==> src/rtl/core/assert_macros.svh <==
// assertion macros shared by the complex arithmetic unit rtl
// expects clk_i and rst_ni in the scope of every use
`ifndef ASSERT_MACROS_SVH
`define ASSERT_MACROS_SVH

// property checked on every rising edge outside reset
`define CAU_ASSERT(lbl, prop, msg) \
  lbl: assert property (@(posedge clk_i) disable iff (!rst_ni) (prop)) else $error(msg);

// consequent checked in the cycle after the antecedent
`define CAU_ASSERT_NEXT(lbl, ante, cons, msg) \
  lbl: assert property (@(posedge clk_i) disable iff (!rst_ni) (ante) |=> (cons)) else $error(msg);

`endif

==> src/rtl/core/cau_pkg.sv <==
// package of the complex arithmetic unit: action and status codes, control struct
// no dependencies
`default_nettype none

package cau_pkg;

  localparam int unsigned ACT_W    = 3;
  localparam int unsigned STATUS_W = 2;

  typedef enum logic [ACT_W-1:0] {
    ACT_ADD = 3'd0,
    ACT_SUB = 3'd1,
    ACT_MUL = 3'd2,
    ACT_DIV = 3'd3,
    ACT_MAG = 3'd4
  } act_e;

  typedef enum logic [STATUS_W-1:0] {
    ST_OK  = 2'd0,
    ST_SAT = 2'd1,
    ST_DZ  = 2'd2
  } st_e;

  // control word that travels with an item through the cell chain
  typedef struct packed {
    logic [ACT_W-1:0] act;
    logic             neg_re;
    logic             neg_im;
    logic             ovf_re;
    logic             ovf_im;
    logic             dz;
  } ctl_t;

endpackage

`default_nettype wire

==> src/rtl/core/cau_back.sv <==
// back end of the complex arithmetic unit: saturation, status and result register
// depends on cau_pkg and assert_macros.svh
`default_nettype none
`include "assert_macros.svh"

module cau_back #(
  parameter int unsigned DATA_WIDTH = 32,
  parameter int unsigned FRAC_BITS  = 16
) (
  input  logic                              clk_i,
  input  logic                              rst_ni,
  input  logic                              valid_i,
  output logic                              ready_o,
  input  cau_pkg::ctl_t                     ctl_i,
  input  logic [3*DATA_WIDTH+FRAC_BITS-1:0] rem_re_i,
  input  logic [3*DATA_WIDTH+FRAC_BITS-1:0] rem_im_i,
  input  logic [DATA_WIDTH-1:0]             q_re_i,
  input  logic [DATA_WIDTH-1:0]             q_im_i,
  output logic                              valid_o,
  input  logic                              ready_i,
  output logic signed [DATA_WIDTH-1:0]      res_real_o,
  output logic signed [DATA_WIDTH-1:0]      res_imag_o,
  output logic [cau_pkg::STATUS_W-1:0]      status_o
);
  import cau_pkg::*;

  localparam int unsigned MW = 2 * DATA_WIDTH;
  localparam int unsigned EW = MW + 1;
  localparam logic [DATA_WIDTH-1:0] MAXV = {1'b0, {(DATA_WIDTH-1){1'b1}}};
  localparam logic [DATA_WIDTH-1:0] MINV = {1'b1, {(DATA_WIDTH-1){1'b0}}};

  // saturate a sign and magnitude pair, overflow flag on top
  function automatic logic [DATA_WIDTH:0] encode(input logic neg, input logic [EW-1:0] mag);
    logic [EW-1:0]         lim;
    logic [DATA_WIDTH-1:0] lo;
    logic                  ovf;
    lim = (EW'(1) << (DATA_WIDTH - 1)) - EW'(!neg);
    ovf = mag > lim;
    lo  = ovf ? lim[DATA_WIDTH-1:0] : mag[DATA_WIDTH-1:0];
    return {ovf, neg ? -lo : lo};
  endfunction

  logic [EW-1:0]         mag_re, mag_im;
  logic                  neg_re, neg_im, known;
  logic [DATA_WIDTH:0]   enc_re, enc_im;
  logic [DATA_WIDTH-1:0] res_re_d, res_im_d;
  logic [STATUS_W-1:0]   status_d;

  // magnitudes by action
  always_comb begin
    mag_re = '0;
    mag_im = '0;
    neg_re = ctl_i.neg_re;
    neg_im = ctl_i.neg_im;
    known  = 1'b1;
    unique case (ctl_i.act)
      ACT_ADD, ACT_SUB, ACT_MUL: begin
        mag_re = EW'(rem_re_i[MW-1:0]);
        mag_im = EW'(rem_im_i[MW-1:0]);
      end
      ACT_DIV: begin
        mag_re = ctl_i.ovf_re ? '1 : EW'(q_re_i);
        mag_im = ctl_i.ovf_im ? '1 : EW'(q_im_i);
      end
      ACT_MAG: begin
        mag_re = EW'(rem_im_i[MW-1:0]);
        neg_re = 1'b0;
        neg_im = 1'b0;
      end
      default: begin
        known = 1'b0;
      end
    endcase
  end

  // saturation and status
  always_comb begin
    enc_re = encode(neg_re, mag_re);
    enc_im = encode(neg_im, mag_im);
    if (ctl_i.dz) begin
      res_re_d = '0;
      res_im_d = '0;
      status_d = ST_DZ;
    end else if (known) begin
      res_re_d = enc_re[DATA_WIDTH-1:0];
      res_im_d = enc_im[DATA_WIDTH-1:0];
      status_d = (enc_re[DATA_WIDTH] || enc_im[DATA_WIDTH]) ? ST_SAT : ST_OK;
    end else begin
      res_re_d = '0;
      res_im_d = '0;
      status_d = ST_OK;
    end
  end

  // result register, loads when empty or when its transfer completes
  logic                  v_q, en;
  logic [DATA_WIDTH-1:0] res_re_q, res_im_q;
  logic [STATUS_W-1:0]   status_q;
  logic [ACT_W-1:0]      act_q;

  assign en         = !v_q || ready_i;
  assign ready_o    = en;
  assign valid_o    = v_q;
  assign res_real_o = res_re_q;
  assign res_imag_o = res_im_q;
  assign status_o   = status_q;

  always_ff @(posedge clk_i or negedge rst_ni) begin
    if (!rst_ni) begin
      v_q <= 1'b0;
    end else if (en) begin
      v_q <= valid_i;
    end
  end

  always_ff @(posedge clk_i) begin
    if (en && valid_i) begin
      res_re_q <= res_re_d;
      res_im_q <= res_im_d;
      status_q <= status_d;
      act_q    <= ctl_i.act;
    end
  end

  // checks
  `CAU_ASSERT(a_dz_zero, v_q && status_q == ST_DZ |-> res_re_q == '0 && res_im_q == '0, "divide by zero with nonzero result")
  `CAU_ASSERT(a_sat_limit, v_q && status_q == ST_SAT |-> res_re_q == MAXV || res_re_q == MINV || res_im_q == MAXV || res_im_q == MINV, "saturation flagged without a limit value")
  `CAU_ASSERT(a_mag_sign, v_q && act_q == ACT_MAG |-> res_im_q == '0 && !res_re_q[DATA_WIDTH-1], "magnitude negative or with imaginary part")
  `CAU_ASSERT_NEXT(a_capture, valid_i && en, v_q, "offered item not captured")

endmodule

`default_nettype wire
==> config.mk <==
export PLATFORM = sky130hd
export DESIGN_NAME = cau_back
export DESIGN_NICKNAME = d
export VERILOG_FILES = /design/src/rtl/core/cau_pkg.sv /design/src/rtl/core/cau_back.sv
export VERILOG_INCLUDE_DIRS = /design/src /design/src/rtl/core
export SDC_FILE = /design/constraint.sdc
export NUM_CORES = 1
export LEC_CHECK = 0
export BUFFER_PORTS_ARGS = -buffer_cell sky130_fd_sc_hd__buf_4
export CAP_MARGIN = 20
export CORE_ASPECT_RATIO = 0.8
export CORE_MARGIN = 2
export CORE_UTILIZATION = 32
export DETAILED_ROUTE_END_ITERATION = 8
export SLEW_MARGIN = 15
export SYNTH_ARGS = -nofsm -noshare
export SYNTH_HDL_FRONTEND = slang
export SYNTH_SLANG_ARGS = --single-unit
==> constraint.sdc <==
create_clock -name clk_i -period 3.65 [get_ports clk_i]
set_clock_uncertainty 0.15 [all_clocks]
set_input_delay 0 -clock clk_i [delete_from_list [all_inputs] [get_ports clk_i]]
set_output_delay 0 -clock clk_i [all_outputs]
set_load 0.02 [all_outputs]
**Yosys cells after proc, flatten, opt, wreduce, memory -nomap -nowiden**

Cells that the tools add are included.

- Flip-flop bits (word level): 67
- Input port bits: 300
- Output and inout bits: 68

- $add $sub $neg: 4
- $lt $le $gt $ge: 2
- Equal/unequal tests: 4
- Multiplexer cells: 12
- Bitwise logic cells: 1
- Reduce and logical (&&, ||, !) cells: 10

Operators by type and width:

| kind | number |
|---|---|
| 65-bit one-hot mux with 3 select lines | 1 |
| 65-bit greater-than comparator | 2 |
| 65-bit 2-to-1 mux | 2 |
| 65-bit one-hot mux with 2 select lines | 1 |
| 32-bit 2-to-1 mux | 4 |
| 32-bit by 1-bit subtractor with 33-bit output (first input constant) | 2 |
| 32-bit negation | 2 |
| 3-bit by 2-bit == test with 1-bit output (second input constant) | 2 |
| 5-bit OR reduction | 1 |
| 1-bit 2-to-1 mux | 4 |
| 3-bit by 1-bit == test with 1-bit output (second input constant) | 1 |
| 3-bit == test (second input constant) | 1 |
| 1-bit zero test | 3 |
| 3-bit zero test | 1 |
| 3-bit OR reduction | 1 |
| 1-bit logical OR | 2 |
| 2-bit OR reduction | 1 |
| 1-bit logical AND | 1 |
| 1-bit inverter | 1 |

**Longest topological paths before layout**

Gate-level depths: netlist of the first run.

- Depth in word-level cells: 8
- Gate-level depth with buffers: 29
- Gate-level depth less buffers: 20

**Worst setup path before layout of the first run**

OpenSTA, ideal clock, no wires.

- Kind: input -> register
- From: input port ctl_i[6] (netlist name)
- To: register res_re_q[24] (netlist: res_real_o[24]), data pin
- Setup time: 272 ps
- Arrival time: 5996 ps
- Required time: 3228 ps
- Path slack: -2767 ps
- Stages on the path: 25
- Cells stage by stage: buf_4 -> buf_4 -> clkbuf_1 -> nor3b_1 -> nor2b_1 -> clkbuf_1 -> clkbuf_1 -> buf_1 -> ha_1 -> nand4_1 -> or2_2 -> o41ai_1 -> a31oi_1 -> a211oi_1 -> clkbuf_1 -> clkbuf_1 -> buf_1 -> a21o_1 -> ha_1 -> buf_1 -> nand3_1 -> or2_2 -> o41ai_1 -> and3_1 -> nor3_1

- Cells in the longest elaborated chain, start to end: 8

RTL lines:

| element | RTL line | RTL |
|---|---|---|
| from (decl) | cau_back.sv:14 | `input cau_pkg::ctl_t ctl_i,` |
| 3-bit == test | cau_back.sv:56 | `unique case (ctl_i.act)` |
| 1-bit 2-to-1 mux | cau_back.sv:56 |  |
| 1-bit zero test | cau_back.sv:37 | `lim = (EW'(1) << (DATA_WIDTH - 1)) - EW'(!neg);` |
| 32-bit by 1-bit subtractor with 33-bit output | cau_back.sv:37 |  |
| 65-bit greater-than comparator | cau_back.sv:38 | `ovf = mag > lim;` |
| 32-bit 2-to-1 mux | cau_back.sv:39 | `lo = ovf ? lim[DATA_WIDTH-1:0] : mag[DATA_WIDTH-1:0];` |
| 32-bit negation | cau_back.sv:40 | `return {ovf, neg ? -lo : lo};` |
| 32-bit 2-to-1 mux | cau_back.sv:40 |  |
| to (signal assigned) | cau_back.sv:118 | `res_re_q <= res_re_d;` |
| to (decl) | cau_back.sv:97 | `logic [DATA_WIDTH-1:0] res_re_q, res_im_q;` |

Several ways; a longest one is shown, not always the timed one.
A chain may end at the register's enable or synchronous reset.

**Final worst setup path of the first run**

- From: input port ctl_i[7] (netlist name)
- To: register res_re_q[24] (netlist: res_real_o[24]), data pin

The elaborated chain is that of the path after synthesis.

==> results of run 1 <==
where the power goes:
part	total (uW)	switching, uW	internal, uW
Sequential	938	18.2	920
Clock	910	379	531
Combinational	1970	1030	937
metal layers:
| metal | part of all wire [%] | wire, microns |
|---|---|---|
| met2 | 45 | 17300 |
| met4 | 2.6 | 1000 |
| met5 | 0 | 0 |
| met1 | 45 | 17400 |
| met3 | 7.3 | 2820 |
how the worst max path moves through the flow:
stage | startpoint | end | slack (ns) | cells past startpoint
after floorplan | ctl_i[6] | res_real_o[24] | -0.86 | 25
after global placement | ctl_i[6] | res_imag_o[28] | -0.74 | 19
after detailed placement | ctl_i[6] | res_imag_o[28] | -0.86 | 19
after CTS | ctl_i[5] | res_real_o[24] | -0.06 | 19
after global routing | ctl_i[7] | res_real_o[24] | -0.28 | 22
final | ctl_i[7] | res_real_o[24] | -0.13 | 20
cells in the final DEF (no fill, tap or decap), types with 7 or more instances in the layout:
cell type / instances
sky130_fd_sc_hd__buf_4: 514
sky130_fd_sc_hd__nor2_1: 113
sky130_fd_sc_hd__a21oi_1: 110
sky130_fd_sc_hd__edfxtp_1: 66
sky130_fd_sc_hd__nand2_1: 51
sky130_fd_sc_hd__ha_1: 43
sky130_fd_sc_hd__nor3_1: 39
sky130_fd_sc_hd__nor2b_1: 31
sky130_fd_sc_hd__o21ai_0: 30
sky130_fd_sc_hd__inv_1: 27
sky130_fd_sc_hd__nand4_1: 24
sky130_fd_sc_hd__a2bb2oi_1: 23
sky130_fd_sc_hd__ha_4: 23
sky130_fd_sc_hd__a21o_1: 22
sky130_fd_sc_hd__nor3_2: 21
sky130_fd_sc_hd__o22a_1: 21
sky130_fd_sc_hd__a211oi_2: 21
sky130_fd_sc_hd__nand3_1: 20
sky130_fd_sc_hd__nor4_1: 19
sky130_fd_sc_hd__a21oi_2: 18
sky130_fd_sc_hd__buf_6: 18
sky130_fd_sc_hd__a211oi_1: 16
sky130_fd_sc_hd__buf_12: 15
sky130_fd_sc_hd__a31oi_1: 13
sky130_fd_sc_hd__nand2b_1: 12
sky130_fd_sc_hd__xnor2_1: 11
sky130_fd_sc_hd__o211ai_1: 10
sky130_fd_sc_hd__or3_1: 10
sky130_fd_sc_hd__clkbuf_16: 10
sky130_fd_sc_hd__mux2i_1: 9
sky130_fd_sc_hd__nor3_4: 8
sky130_fd_sc_hd__o21ai_2: 8
sky130_fd_sc_hd__o21ai_1: 8
sky130_fd_sc_hd__and3_1: 8
sky130_fd_sc_hd__nor2_2: 7
sky130_fd_sc_hd__or4_1: 7
flip-flops by register name, summed over array words and instances, names as in the netlist:
register / cells
res_imag_o: 32
res_real_o: 32
status_o: 2
valid_o: 1
timing repair:
action,4_1_cts,5_1_grt
hold endpoints to repair,3,0
buffers inserted,56,20
hold buffers,5,0
endpoints found under the setup margin,33,39
cloned,3,2
pin swaps,46,60
gates resized for setup,87,126
stage by stage:
| stage | utilization, % | setup slack (ns) |
|---|---|---|
| floorplan | - | -0.860 |
| global placement | 49.7 | -0.740 |
| detailed placement | 49.7 | -0.861 |
| CTS | 54.8 | -0.0626 |
| global route | 57.8 | -0.277 |
| finish | 57.8 | -0.129 |
cells by family after synthesis:
family	synth area share (%)
flops	25.1
simple gates	27.3
fa+ha+maj	10.3
mux	1.41
buf+inv	5.64
compound gates	28.7
xor+xnor	1.53
cell type report:
| cell class | count | area, sq um |
|---|---|---|
| Fill cell | 2202 | 10300 |
| Tap cell | 318 | 398 |
| Antenna cell | 1 | 2.50 |
| Multi-Input combinational cell | 874 | 6680 |
| Timing Repair Buffer | 562 | 4590 |
| Sequential cell | 67 | 2010 |
| Clock inverter | 6 | 66.3 |
| Inverter | 35 | 161 |
| Clock buffer | 10 | 229 |
worst register-to-register path, cell delays in order (launching register included):
cell                       delay [ns]
sky130_fd_sc_hd__dfrtp_1         0.38
sky130_fd_sc_hd__nand2b_1        0.12
sky130_fd_sc_hd__and2_2          0.15
sky130_fd_sc_hd__buf_4           0.68
==> metrics.sh, run 1 <==
RUN_STATUS='complete, but fails checks'
VIOLATIONS='setup timing'
CPMAXSTAGEDELAYCELL='sky130_fd_sc_hd__nor4_4'
DIE_WIDTH_MICRONS=181
GLOBAL_ROUTE.PEAK_USAGE_LAYER='met2'
FINAL_WORST_PATH_CYCLE_SHARE_PCT=104
MAPPEDNETLISTNETS=1417
WORST_PATH_LARGEST_CELL_DELAY_NS=0.37
YS_TYPES=61
FF2FF_SETUP_SLACK_NS=1.72
DOMINANTREGCELLSYNTH='sky130_fd_sc_hd__edfxtp_1'
POST_ROUTE_CELL_AREA_SQ_UM=14100
CP_MAX_FO=6
PIN_COUNT=368
POST-SYNTH-TOP-AREA-CELL='sky130_fd_sc_hd__edfxtp_1'
GRT_PASS1_WL_MICRONS=57000
VIAS_AFTER_DETAILED_ROUTING=10555
TOTAL_GLOBAL_ROUTE_TRACK_USAGE_PCT=27.6
MAXCLOCKFREQUENCY_GHz=0.265
SYNTH_LARGEST_TYPE_AREA_FRACTION_PCT=24.8
MAXSLEWVIOLCOUNT=0
P_PER_AREA_nW_PER_UM2=270
HOLDPATHEND='ready_o'
SETUP_VIOL=12
WORSTPATHBUFFERINVERTERCOUNT=6
SYNTH_AREA_PER_CELL_SQ_UM=7.61
FIRST_PASS_ITERS=7
CLOCK_INSERTION_DELAY_WORST_SKEW_NS=0.34
CTSROOTBUFFERMASTER='sky130_fd_sc_hd__clkbuf_16'
WHS_PATH_DEPTH=3
CLK_TRANSITION_REPORTED_PATHS_NS=0.07
DP_CELLS=1774
DIE_Y_MICRONS=145
GRT_START_MAX_NET_PINS=67
CTS_MAX_PATH_BUFFERS=2
CELL_BREAKDOWN_OF_THE_CRITICAL_PATH='buf_8 -> nor3b_4 -> buf_12 -> buf_6 -> nor2b_4 -> buf_12 -> clkinvlp_4 -> ha_4 -> nand4_1 -> nor4_4 -> buf_4 -> nand3_1 -> a211oi_4 -> a21o_1 -> ha_4 -> nand3_2 -> or2_4 -> o41ai_4 -> and3_1 -> nor3_2'
SYNTH_COMMON_CELLS='129 x sky130_fd_sc_hd__a21oi_1, 126 x sky130_fd_sc_hd__nor2_1, 67 x sky130_fd_sc_hd__nor3_1'
SYNTHTOLAYOUTAREAGROWTH_PCT=76.6
GRT-OVFL-TOTAL=0
POWER.LEAKAGE_uW=0.00608
CTS_HTREE_LEVELS=3
POSTLAYOUTSETUPSLACKWORST_NS=-0.129
PROPORTION_OF_REGISTER_BITS_WITH_ASYNCHRONOUS_SET_OR_RESET_AFTER_SYNTHESIS_PCT=1.49
MET3_USAGE_PCT=4.45
YOSYS.CELL_COUNT.TOP_TYPE='sky130_fd_sc_hd__a21oi_1'
FINAL-INSTANCE-COUNT-EXCL-FILL=1873
ANTENNA_LEFT=0
WORSTREG2REGSTART='valid_o'
CRIT_FAMILY='simple AND/OR/NAND/NOR gates'
ANTENNA_VIOLATIONS_BEFORE_REPAIR=1
SLEW_HEADROOM_PCT=34.8
CORE.ROWCOUNT=51
FIN_TOTAL_PWR_uW=3820
NUM-NETS-FINAL=1915
PLACEMENT.IO_BUFFERS=271
POST-ROUTE-DRC-COUNT=0
NETLIST_AREA_SQ_UM=8000
WORST-SLEW-PIN-TRANSITION_NS=0.978
POSTSYNTHREGISTERBITS=67
PLACEDINSTANCEAREA_SQ_UM=12200
POST_DRT_WL_PER_CELL_MICRONS=20.5
PLACE.GP.CONGESTION=0.924
CORE_SQ_UM=24400
SYNTH_EDF_COUNT=66
GRT_USE_MET2_PCT=42.9
R2R.WORST_PATH.CELLS=3
CAP_VIOLATIONS=0
YOSYSSEQAREASHARE_PCT=25.1
CTS_TREE='yes'
DIE-AREA_SQ_UM=26300
RSZ0062_AT_GRT='true'
CRIT_ARRIVAL_NS=3.74
CLASS_OF_THE_TIGHTEST_HOLD_OR_REMOVAL_CHECK='in -> out'
LAYOUT-DRIVE-GT1-SHARE_PCT=48.6
YOSYS_WARNINGS=0
POSTSYNTHCELLCOUNT=1051
FIRST_GLOBAL_VIAS=9983
FINALHOLDVIOLATIONS=0
CP.REQUIRED_NS=3.61
GRT_USE_MET1_PCT=39.4
VDD_IR_DROP_MAX_mV=0.225
FIRST_DRT_ITERATION_DRCS=817
FIN_WORST_HOLD_SLACK_NS=0.219
WIRELENGTH_MICRONS=38500
AVGVIACOUNTPERCELL=5.64
FIN_TNS_SETUP_NS=-0.856
HOLD_START='ready_i'
CTS_NUM_SINKS=67
YOSYS-TOP-CELLS-AREA='sky130_fd_sc_hd__edfxtp_1 25%, sky130_fd_sc_hd__ha_1 10%, sky130_fd_sc_hd__a21oi_1 8.1%, sky130_fd_sc_hd__nor2_1 5.9%, sky130_fd_sc_hd__nor3_1 4.2%'
KIND_OF_START_POINT_OF_THE_CRITICAL_PATH='input pin'
ENDPOINT_KIND='flop'
CRITICAL_REGISTER_TO_REGISTER_PATH_ENDPOINT='res_imag_o[9]'
SETUP.WORST_PATH.CLASS='in -> reg'
CTS_BUFFERS=9
DETAILEDPLACEMENTHPWL_MICRONS=29800
FIN_CRIT_NS=3.78
START_UTIL_PCT=32.7
No activity file was read; power rests on OpenSTA's default activity.
==> run 2: changes to the inputs <==
--- a/config.mk
+++ b/config.mk
@@ -8,7 +8,6 @@
 export LEC_CHECK = 0
 export BUFFER_PORTS_ARGS = -buffer_cell sky130_fd_sc_hd__buf_4
 export CAP_MARGIN = 20
-export CORE_ASPECT_RATIO = 0.8
 export CORE_MARGIN = 2
 export CORE_UTILIZATION = 32
 export DETAILED_ROUTE_END_ITERATION = 8
==> constraint.sdc (replaced) <==
create_clock -name clk_i -period 3.65 [get_ports clk_i]
set_clock_uncertainty 0.15 [all_clocks]
set_input_delay 0.365 -clock clk_i [delete_from_list [all_inputs] [get_ports clk_i]]
set_output_delay 0.365 -clock clk_i [all_outputs]
set_load 0.02 [all_outputs]
==> metrics.sh, run 2 (same netlist as run 1, synthesis figures left out) <==
PLACEMENT.IO_BUFFERS=271  # unchanged
COMMONEST_NON_FILL_NON_TAP_CELL_IN_THE_LAYOUT='sky130_fd_sc_hd__buf_4'
DETAILEDPLACEMENTHPWL_MICRONS=30500  # +2.4%
DIE_WIDTH_MICRONS=162  # -10%
POST_DRT_WL_PER_CELL_MICRONS=21.7  # +5.5%
CRITPATHCAPTURE='res_real_o[24]'
VIAS_AFTER_DETAILED_ROUTING=10983  # +4.1%
CTS_TREE='yes'
R2R.WORST_PATH.CELLS=3  # unchanged
POST_ROUTE_CELL_AREA_SQ_UM=14800  # +4.5%
FIN_TNS_SETUP_NS=-13.11  # -12.25 ns
POST-ROUTE-DRC-COUNT=0  # unchanged
DP_CELLS=1802  # +1.6%
CTS_BUFFERS=9  # unchanged
PIN_COUNT=368  # unchanged
POSTLAYOUTCOREUTIL_PCT=60.4  # +2.6 points
AVGVIACOUNTPERCELL=5.74  # +1.9%
KIND_OF_START_POINT_OF_THE_CRITICAL_PATH='input pin'
GRT_PASS1_WL_MICRONS=58300  # +2.3%
NUM_ANTENNA_CELLS=0  # -1
CTSROOTBUFFERMASTER='sky130_fd_sc_hd__clkbuf_16'
POWER.LEAKAGE_uW=0.00631  # +3.6%
RSZ0062_AT_GRT='true'
FIN_CRIT_NS=4.19  # +0.412 ns
VDD_IR_DROP_MAX_mV=0.207  # -8.0%
FIRST_DRT_ITERATION_DRCS=769  # -5.9%
ENDPOINT_KIND='flop'
POWER.SHARE.CLOCK_PCT=21.6  # -2.2 points
WORST-SLEW-PIN-TRANSITION_NS=0.641  # -0.336 ns
GRT_START_MAX_NET_PINS=48  # -28%
CLK_TRANSITION_REPORTED_PATHS_NS=0.06  # about the same
PLACE.GP.CONGESTION=0.985  # +6.5%
SETUP_VIOL=45  # +33
CLASS_OF_THE_TIGHTEST_HOLD_OR_REMOVAL_CHECK='in -> reg'
FIRST_GLOBAL_VIAS=10300  # +3.2%
CORE_SQ_UM=24500  # about the same
FIN_TOTAL_PWR_uW=4020  # +5.3%
SW_FRAC_OF_TOTAL_PCT=37.5  # +0.073 points
FIRST_PASS_ITERS=5  # -2
PART_OF_THE_TOTAL_POWER_DISSIPATED_IN_COMBINATIONAL_LOGIC_PCT=55.1  # +3.5 points
SYNTHTOLAYOUTAREAGROWTH_PCT=84.6
NET-SWITCHING-POWER_uW=1510  # +5.5%
FF2FF_SETUP_SLACK_NS=1.50  # -0.22 ns
CTS_MAX_PATH_BUFFERS=2  # unchanged
WORST_SETUP_PATH_STARTPOINT='ctl_i[5]'
FINALHOLDVIOLATIONS=0  # unchanged
SETUP.WORST_PATH.CLASS='in -> reg'
VIOLATIONS='setup timing'
DIE-AREA_SQ_UM=26300  # about the same
FILLCELL_TOTAL=2135  # -3.0%
POWER.SEQUENTIAL.FRACTION_PCT=23.3  # -1.3 points
CRITICAL_REGISTER_TO_REGISTER_PATH_ENDPOINT='res_imag_o[12]'
GRT-OVFL-TOTAL=0  # unchanged
NUM-NETS-FINAL=1950  # +1.8%
P_PER_AREA_nW_PER_UM2=272  # +0.75%
CP.REQUIRED_NS=3.60  # about the same
START_UTIL_PCT=32.7  # about the same
CORE.ROWCOUNT=57  # +12%
SLEW_HEADROOM_PCT=57.3  # +22 points
CTS_HTREE_LEVELS=3  # unchanged
POSTLAYOUTSETUPSLACKWORST_NS=-0.542  # -0.412 ns
PLACEDINSTANCEAREA_SQ_UM=12300  # +1.5%
FINAL-INSTANCE-COUNT-EXCL-FILL=1913  # +2.1%
MOSTFREQUENTLAYOUTCELLS='529 x sky130_fd_sc_hd__buf_4, 117 x sky130_fd_sc_hd__nor2_1, 94 x sky130_fd_sc_hd__a21oi_1'
ANTENNA_VIOLATIONS_BEFORE_REPAIR=0  # -1
CAP_VIOLATIONS=0  # unchanged
ANTENNA_LEFT=0  # unchanged
CP_MAX_FO=6  # unchanged
LAYOUT-DRIVE-GT1-SHARE_PCT=51.5  # +3.0 points
RUN_STATUS='complete, but fails checks'
FINAL_WORST_PATH_CYCLE_SHARE_PCT=115  # +11 points
CELL_INTERNAL_PWR_uW=2510  # +5.2%
DIE_Y_MICRONS=162  # +11%
TOTAL_GLOBAL_ROUTE_TRACK_USAGE_PCT=28.9  # +1.3 points
CTS_NUM_SINKS=67  # unchanged
WORSTREG2REGSTART='valid_o'
MAXSLEWVIOLCOUNT=0  # unchanged
MAXCLOCKFREQUENCY_GHz=0.239  # -9.8%
CRIT_ARRIVAL_NS=4.14  # +0.40 ns
WIRELENGTH_MICRONS=41400  # +7.7%
CLOCK_INSERTION_DELAY_WORST_SKEW_NS=0.34  # about the same
## run 2: changes by cell type in the layout (fill, tap and decap cells not counted), sizes merged
cell,change
clkbuf,+6
diode,-1
buf,+32
inv,+1
dlygate4sd3,-4
clkinvlp,+1
nor2b,+1
clkinv,-2
## run 2: stage by stage
step	hold WS [ns]	worst slack (ns)
2_1_floorplan	-0.0806	-1.22
3_3_place_gp	-0.00946	-1.04
3_5_place_dp	-0.00809	-1.11
4_1_cts	0.0592	-0.479
5_1_grt	0.0709	-0.643
6_report	0.0613	-0.542
## run 2: power groups by stage
| stage | Combinational (uW) | Clock (uW) | Sequential [uW] |
|---|---|---|---|
| final | 2210 | 866 | 938 |
| after global routing | 2350 | 905 | 943 |
| after CTS | 1890 | 875 | 939 |
| after detailed placement | 1690 | 0 | 954 |
| after global placement | 1680 | 0 | 952 |
| after floorplan | 831 | 0 | 1020 |
## run 2: repair_timing
item | CTS | global route
gates cloned | 4 | 8
setup endpoints to repair | 47 | 56
buffers inserted | 40 | 47
pin swaps | 59 | 52
hold endpoints to repair | 1 | 0
resized for setup | 130 | 140
hold buffers | 1 | 0
## run 2: layer usage
layer  up-vias  GRT usage (%)  wire length, microns
met5         -              0                     0
met4         0           10.9                  1550
met3       100           4.60                  3460
met2       604           48.3                 19500
met1      5208           37.6                 16900
li1       5071              -                     -
## run 2: worst min-delay path by stage
stage | endpoint | from | slack (ns) | depth (start not counted)
2_1_floorplan | valid_o | rst_ni | -0.08 | 0
3_3_place_gp | valid_o | rst_ni | -0.009 | 1
3_5_place_dp | valid_o | rst_ni | -0.008 | 1
4_1_cts | valid_o | valid_i | 0.06 | 2
5_1_grt | valid_o | valid_i | 0.07 | 2
6_report | valid_o | valid_i | 0.06 | 2
## run 2: area by class of cell
class / instances / area, sq um / share of cell area, %
Inverter: 35 / 144 / 0.974
Tap cell: 324 / 405 / 2.75
Sequential cell: 67 / 2010 / 13.6
Clock inverter: 5 / 53.8 / 0.364
Timing Repair Buffer: 595 / 4980 / 33.7
Clock buffer: 11 / 233 / 1.58
Timing Repair inverter: 1 / 8.76 / 0.0593
Multi-Input combinational cell: 875 / 6940 / 47.0
## run 2: worst max-delay path, stage by stage
cell and delay, ns:
sky130_fd_sc_hd__buf_8 0.11, sky130_fd_sc_hd__and2_4 0.17, sky130_fd_sc_hd__buf_6 0.13, sky130_fd_sc_hd__o21ai_2 0.05, sky130_fd_sc_hd__a21oi_2 0.07, sky130_fd_sc_hd__a311oi_2 0.34, sky130_fd_sc_hd__inv_1 0.14, sky130_fd_sc_hd__ha_1 0.30
sky130_fd_sc_hd__nand4_1 0.14, sky130_fd_sc_hd__nor4_4 0.37, sky130_fd_sc_hd__buf_4 0.19, sky130_fd_sc_hd__o41ai_4 0.07, sky130_fd_sc_hd__a31oi_2 0.21, sky130_fd_sc_hd__a211oi_4 0.08, sky130_fd_sc_hd__nor2_2 0.17, sky130_fd_sc_hd__a21o_1 0.17
sky130_fd_sc_hd__ha_4 0.18, sky130_fd_sc_hd__nand3_4 0.07, sky130_fd_sc_hd__or2_4 0.25, sky130_fd_sc_hd__o41ai_4 0.31, sky130_fd_sc_hd__and3_1 0.21, sky130_fd_sc_hd__nor3_1 0.05
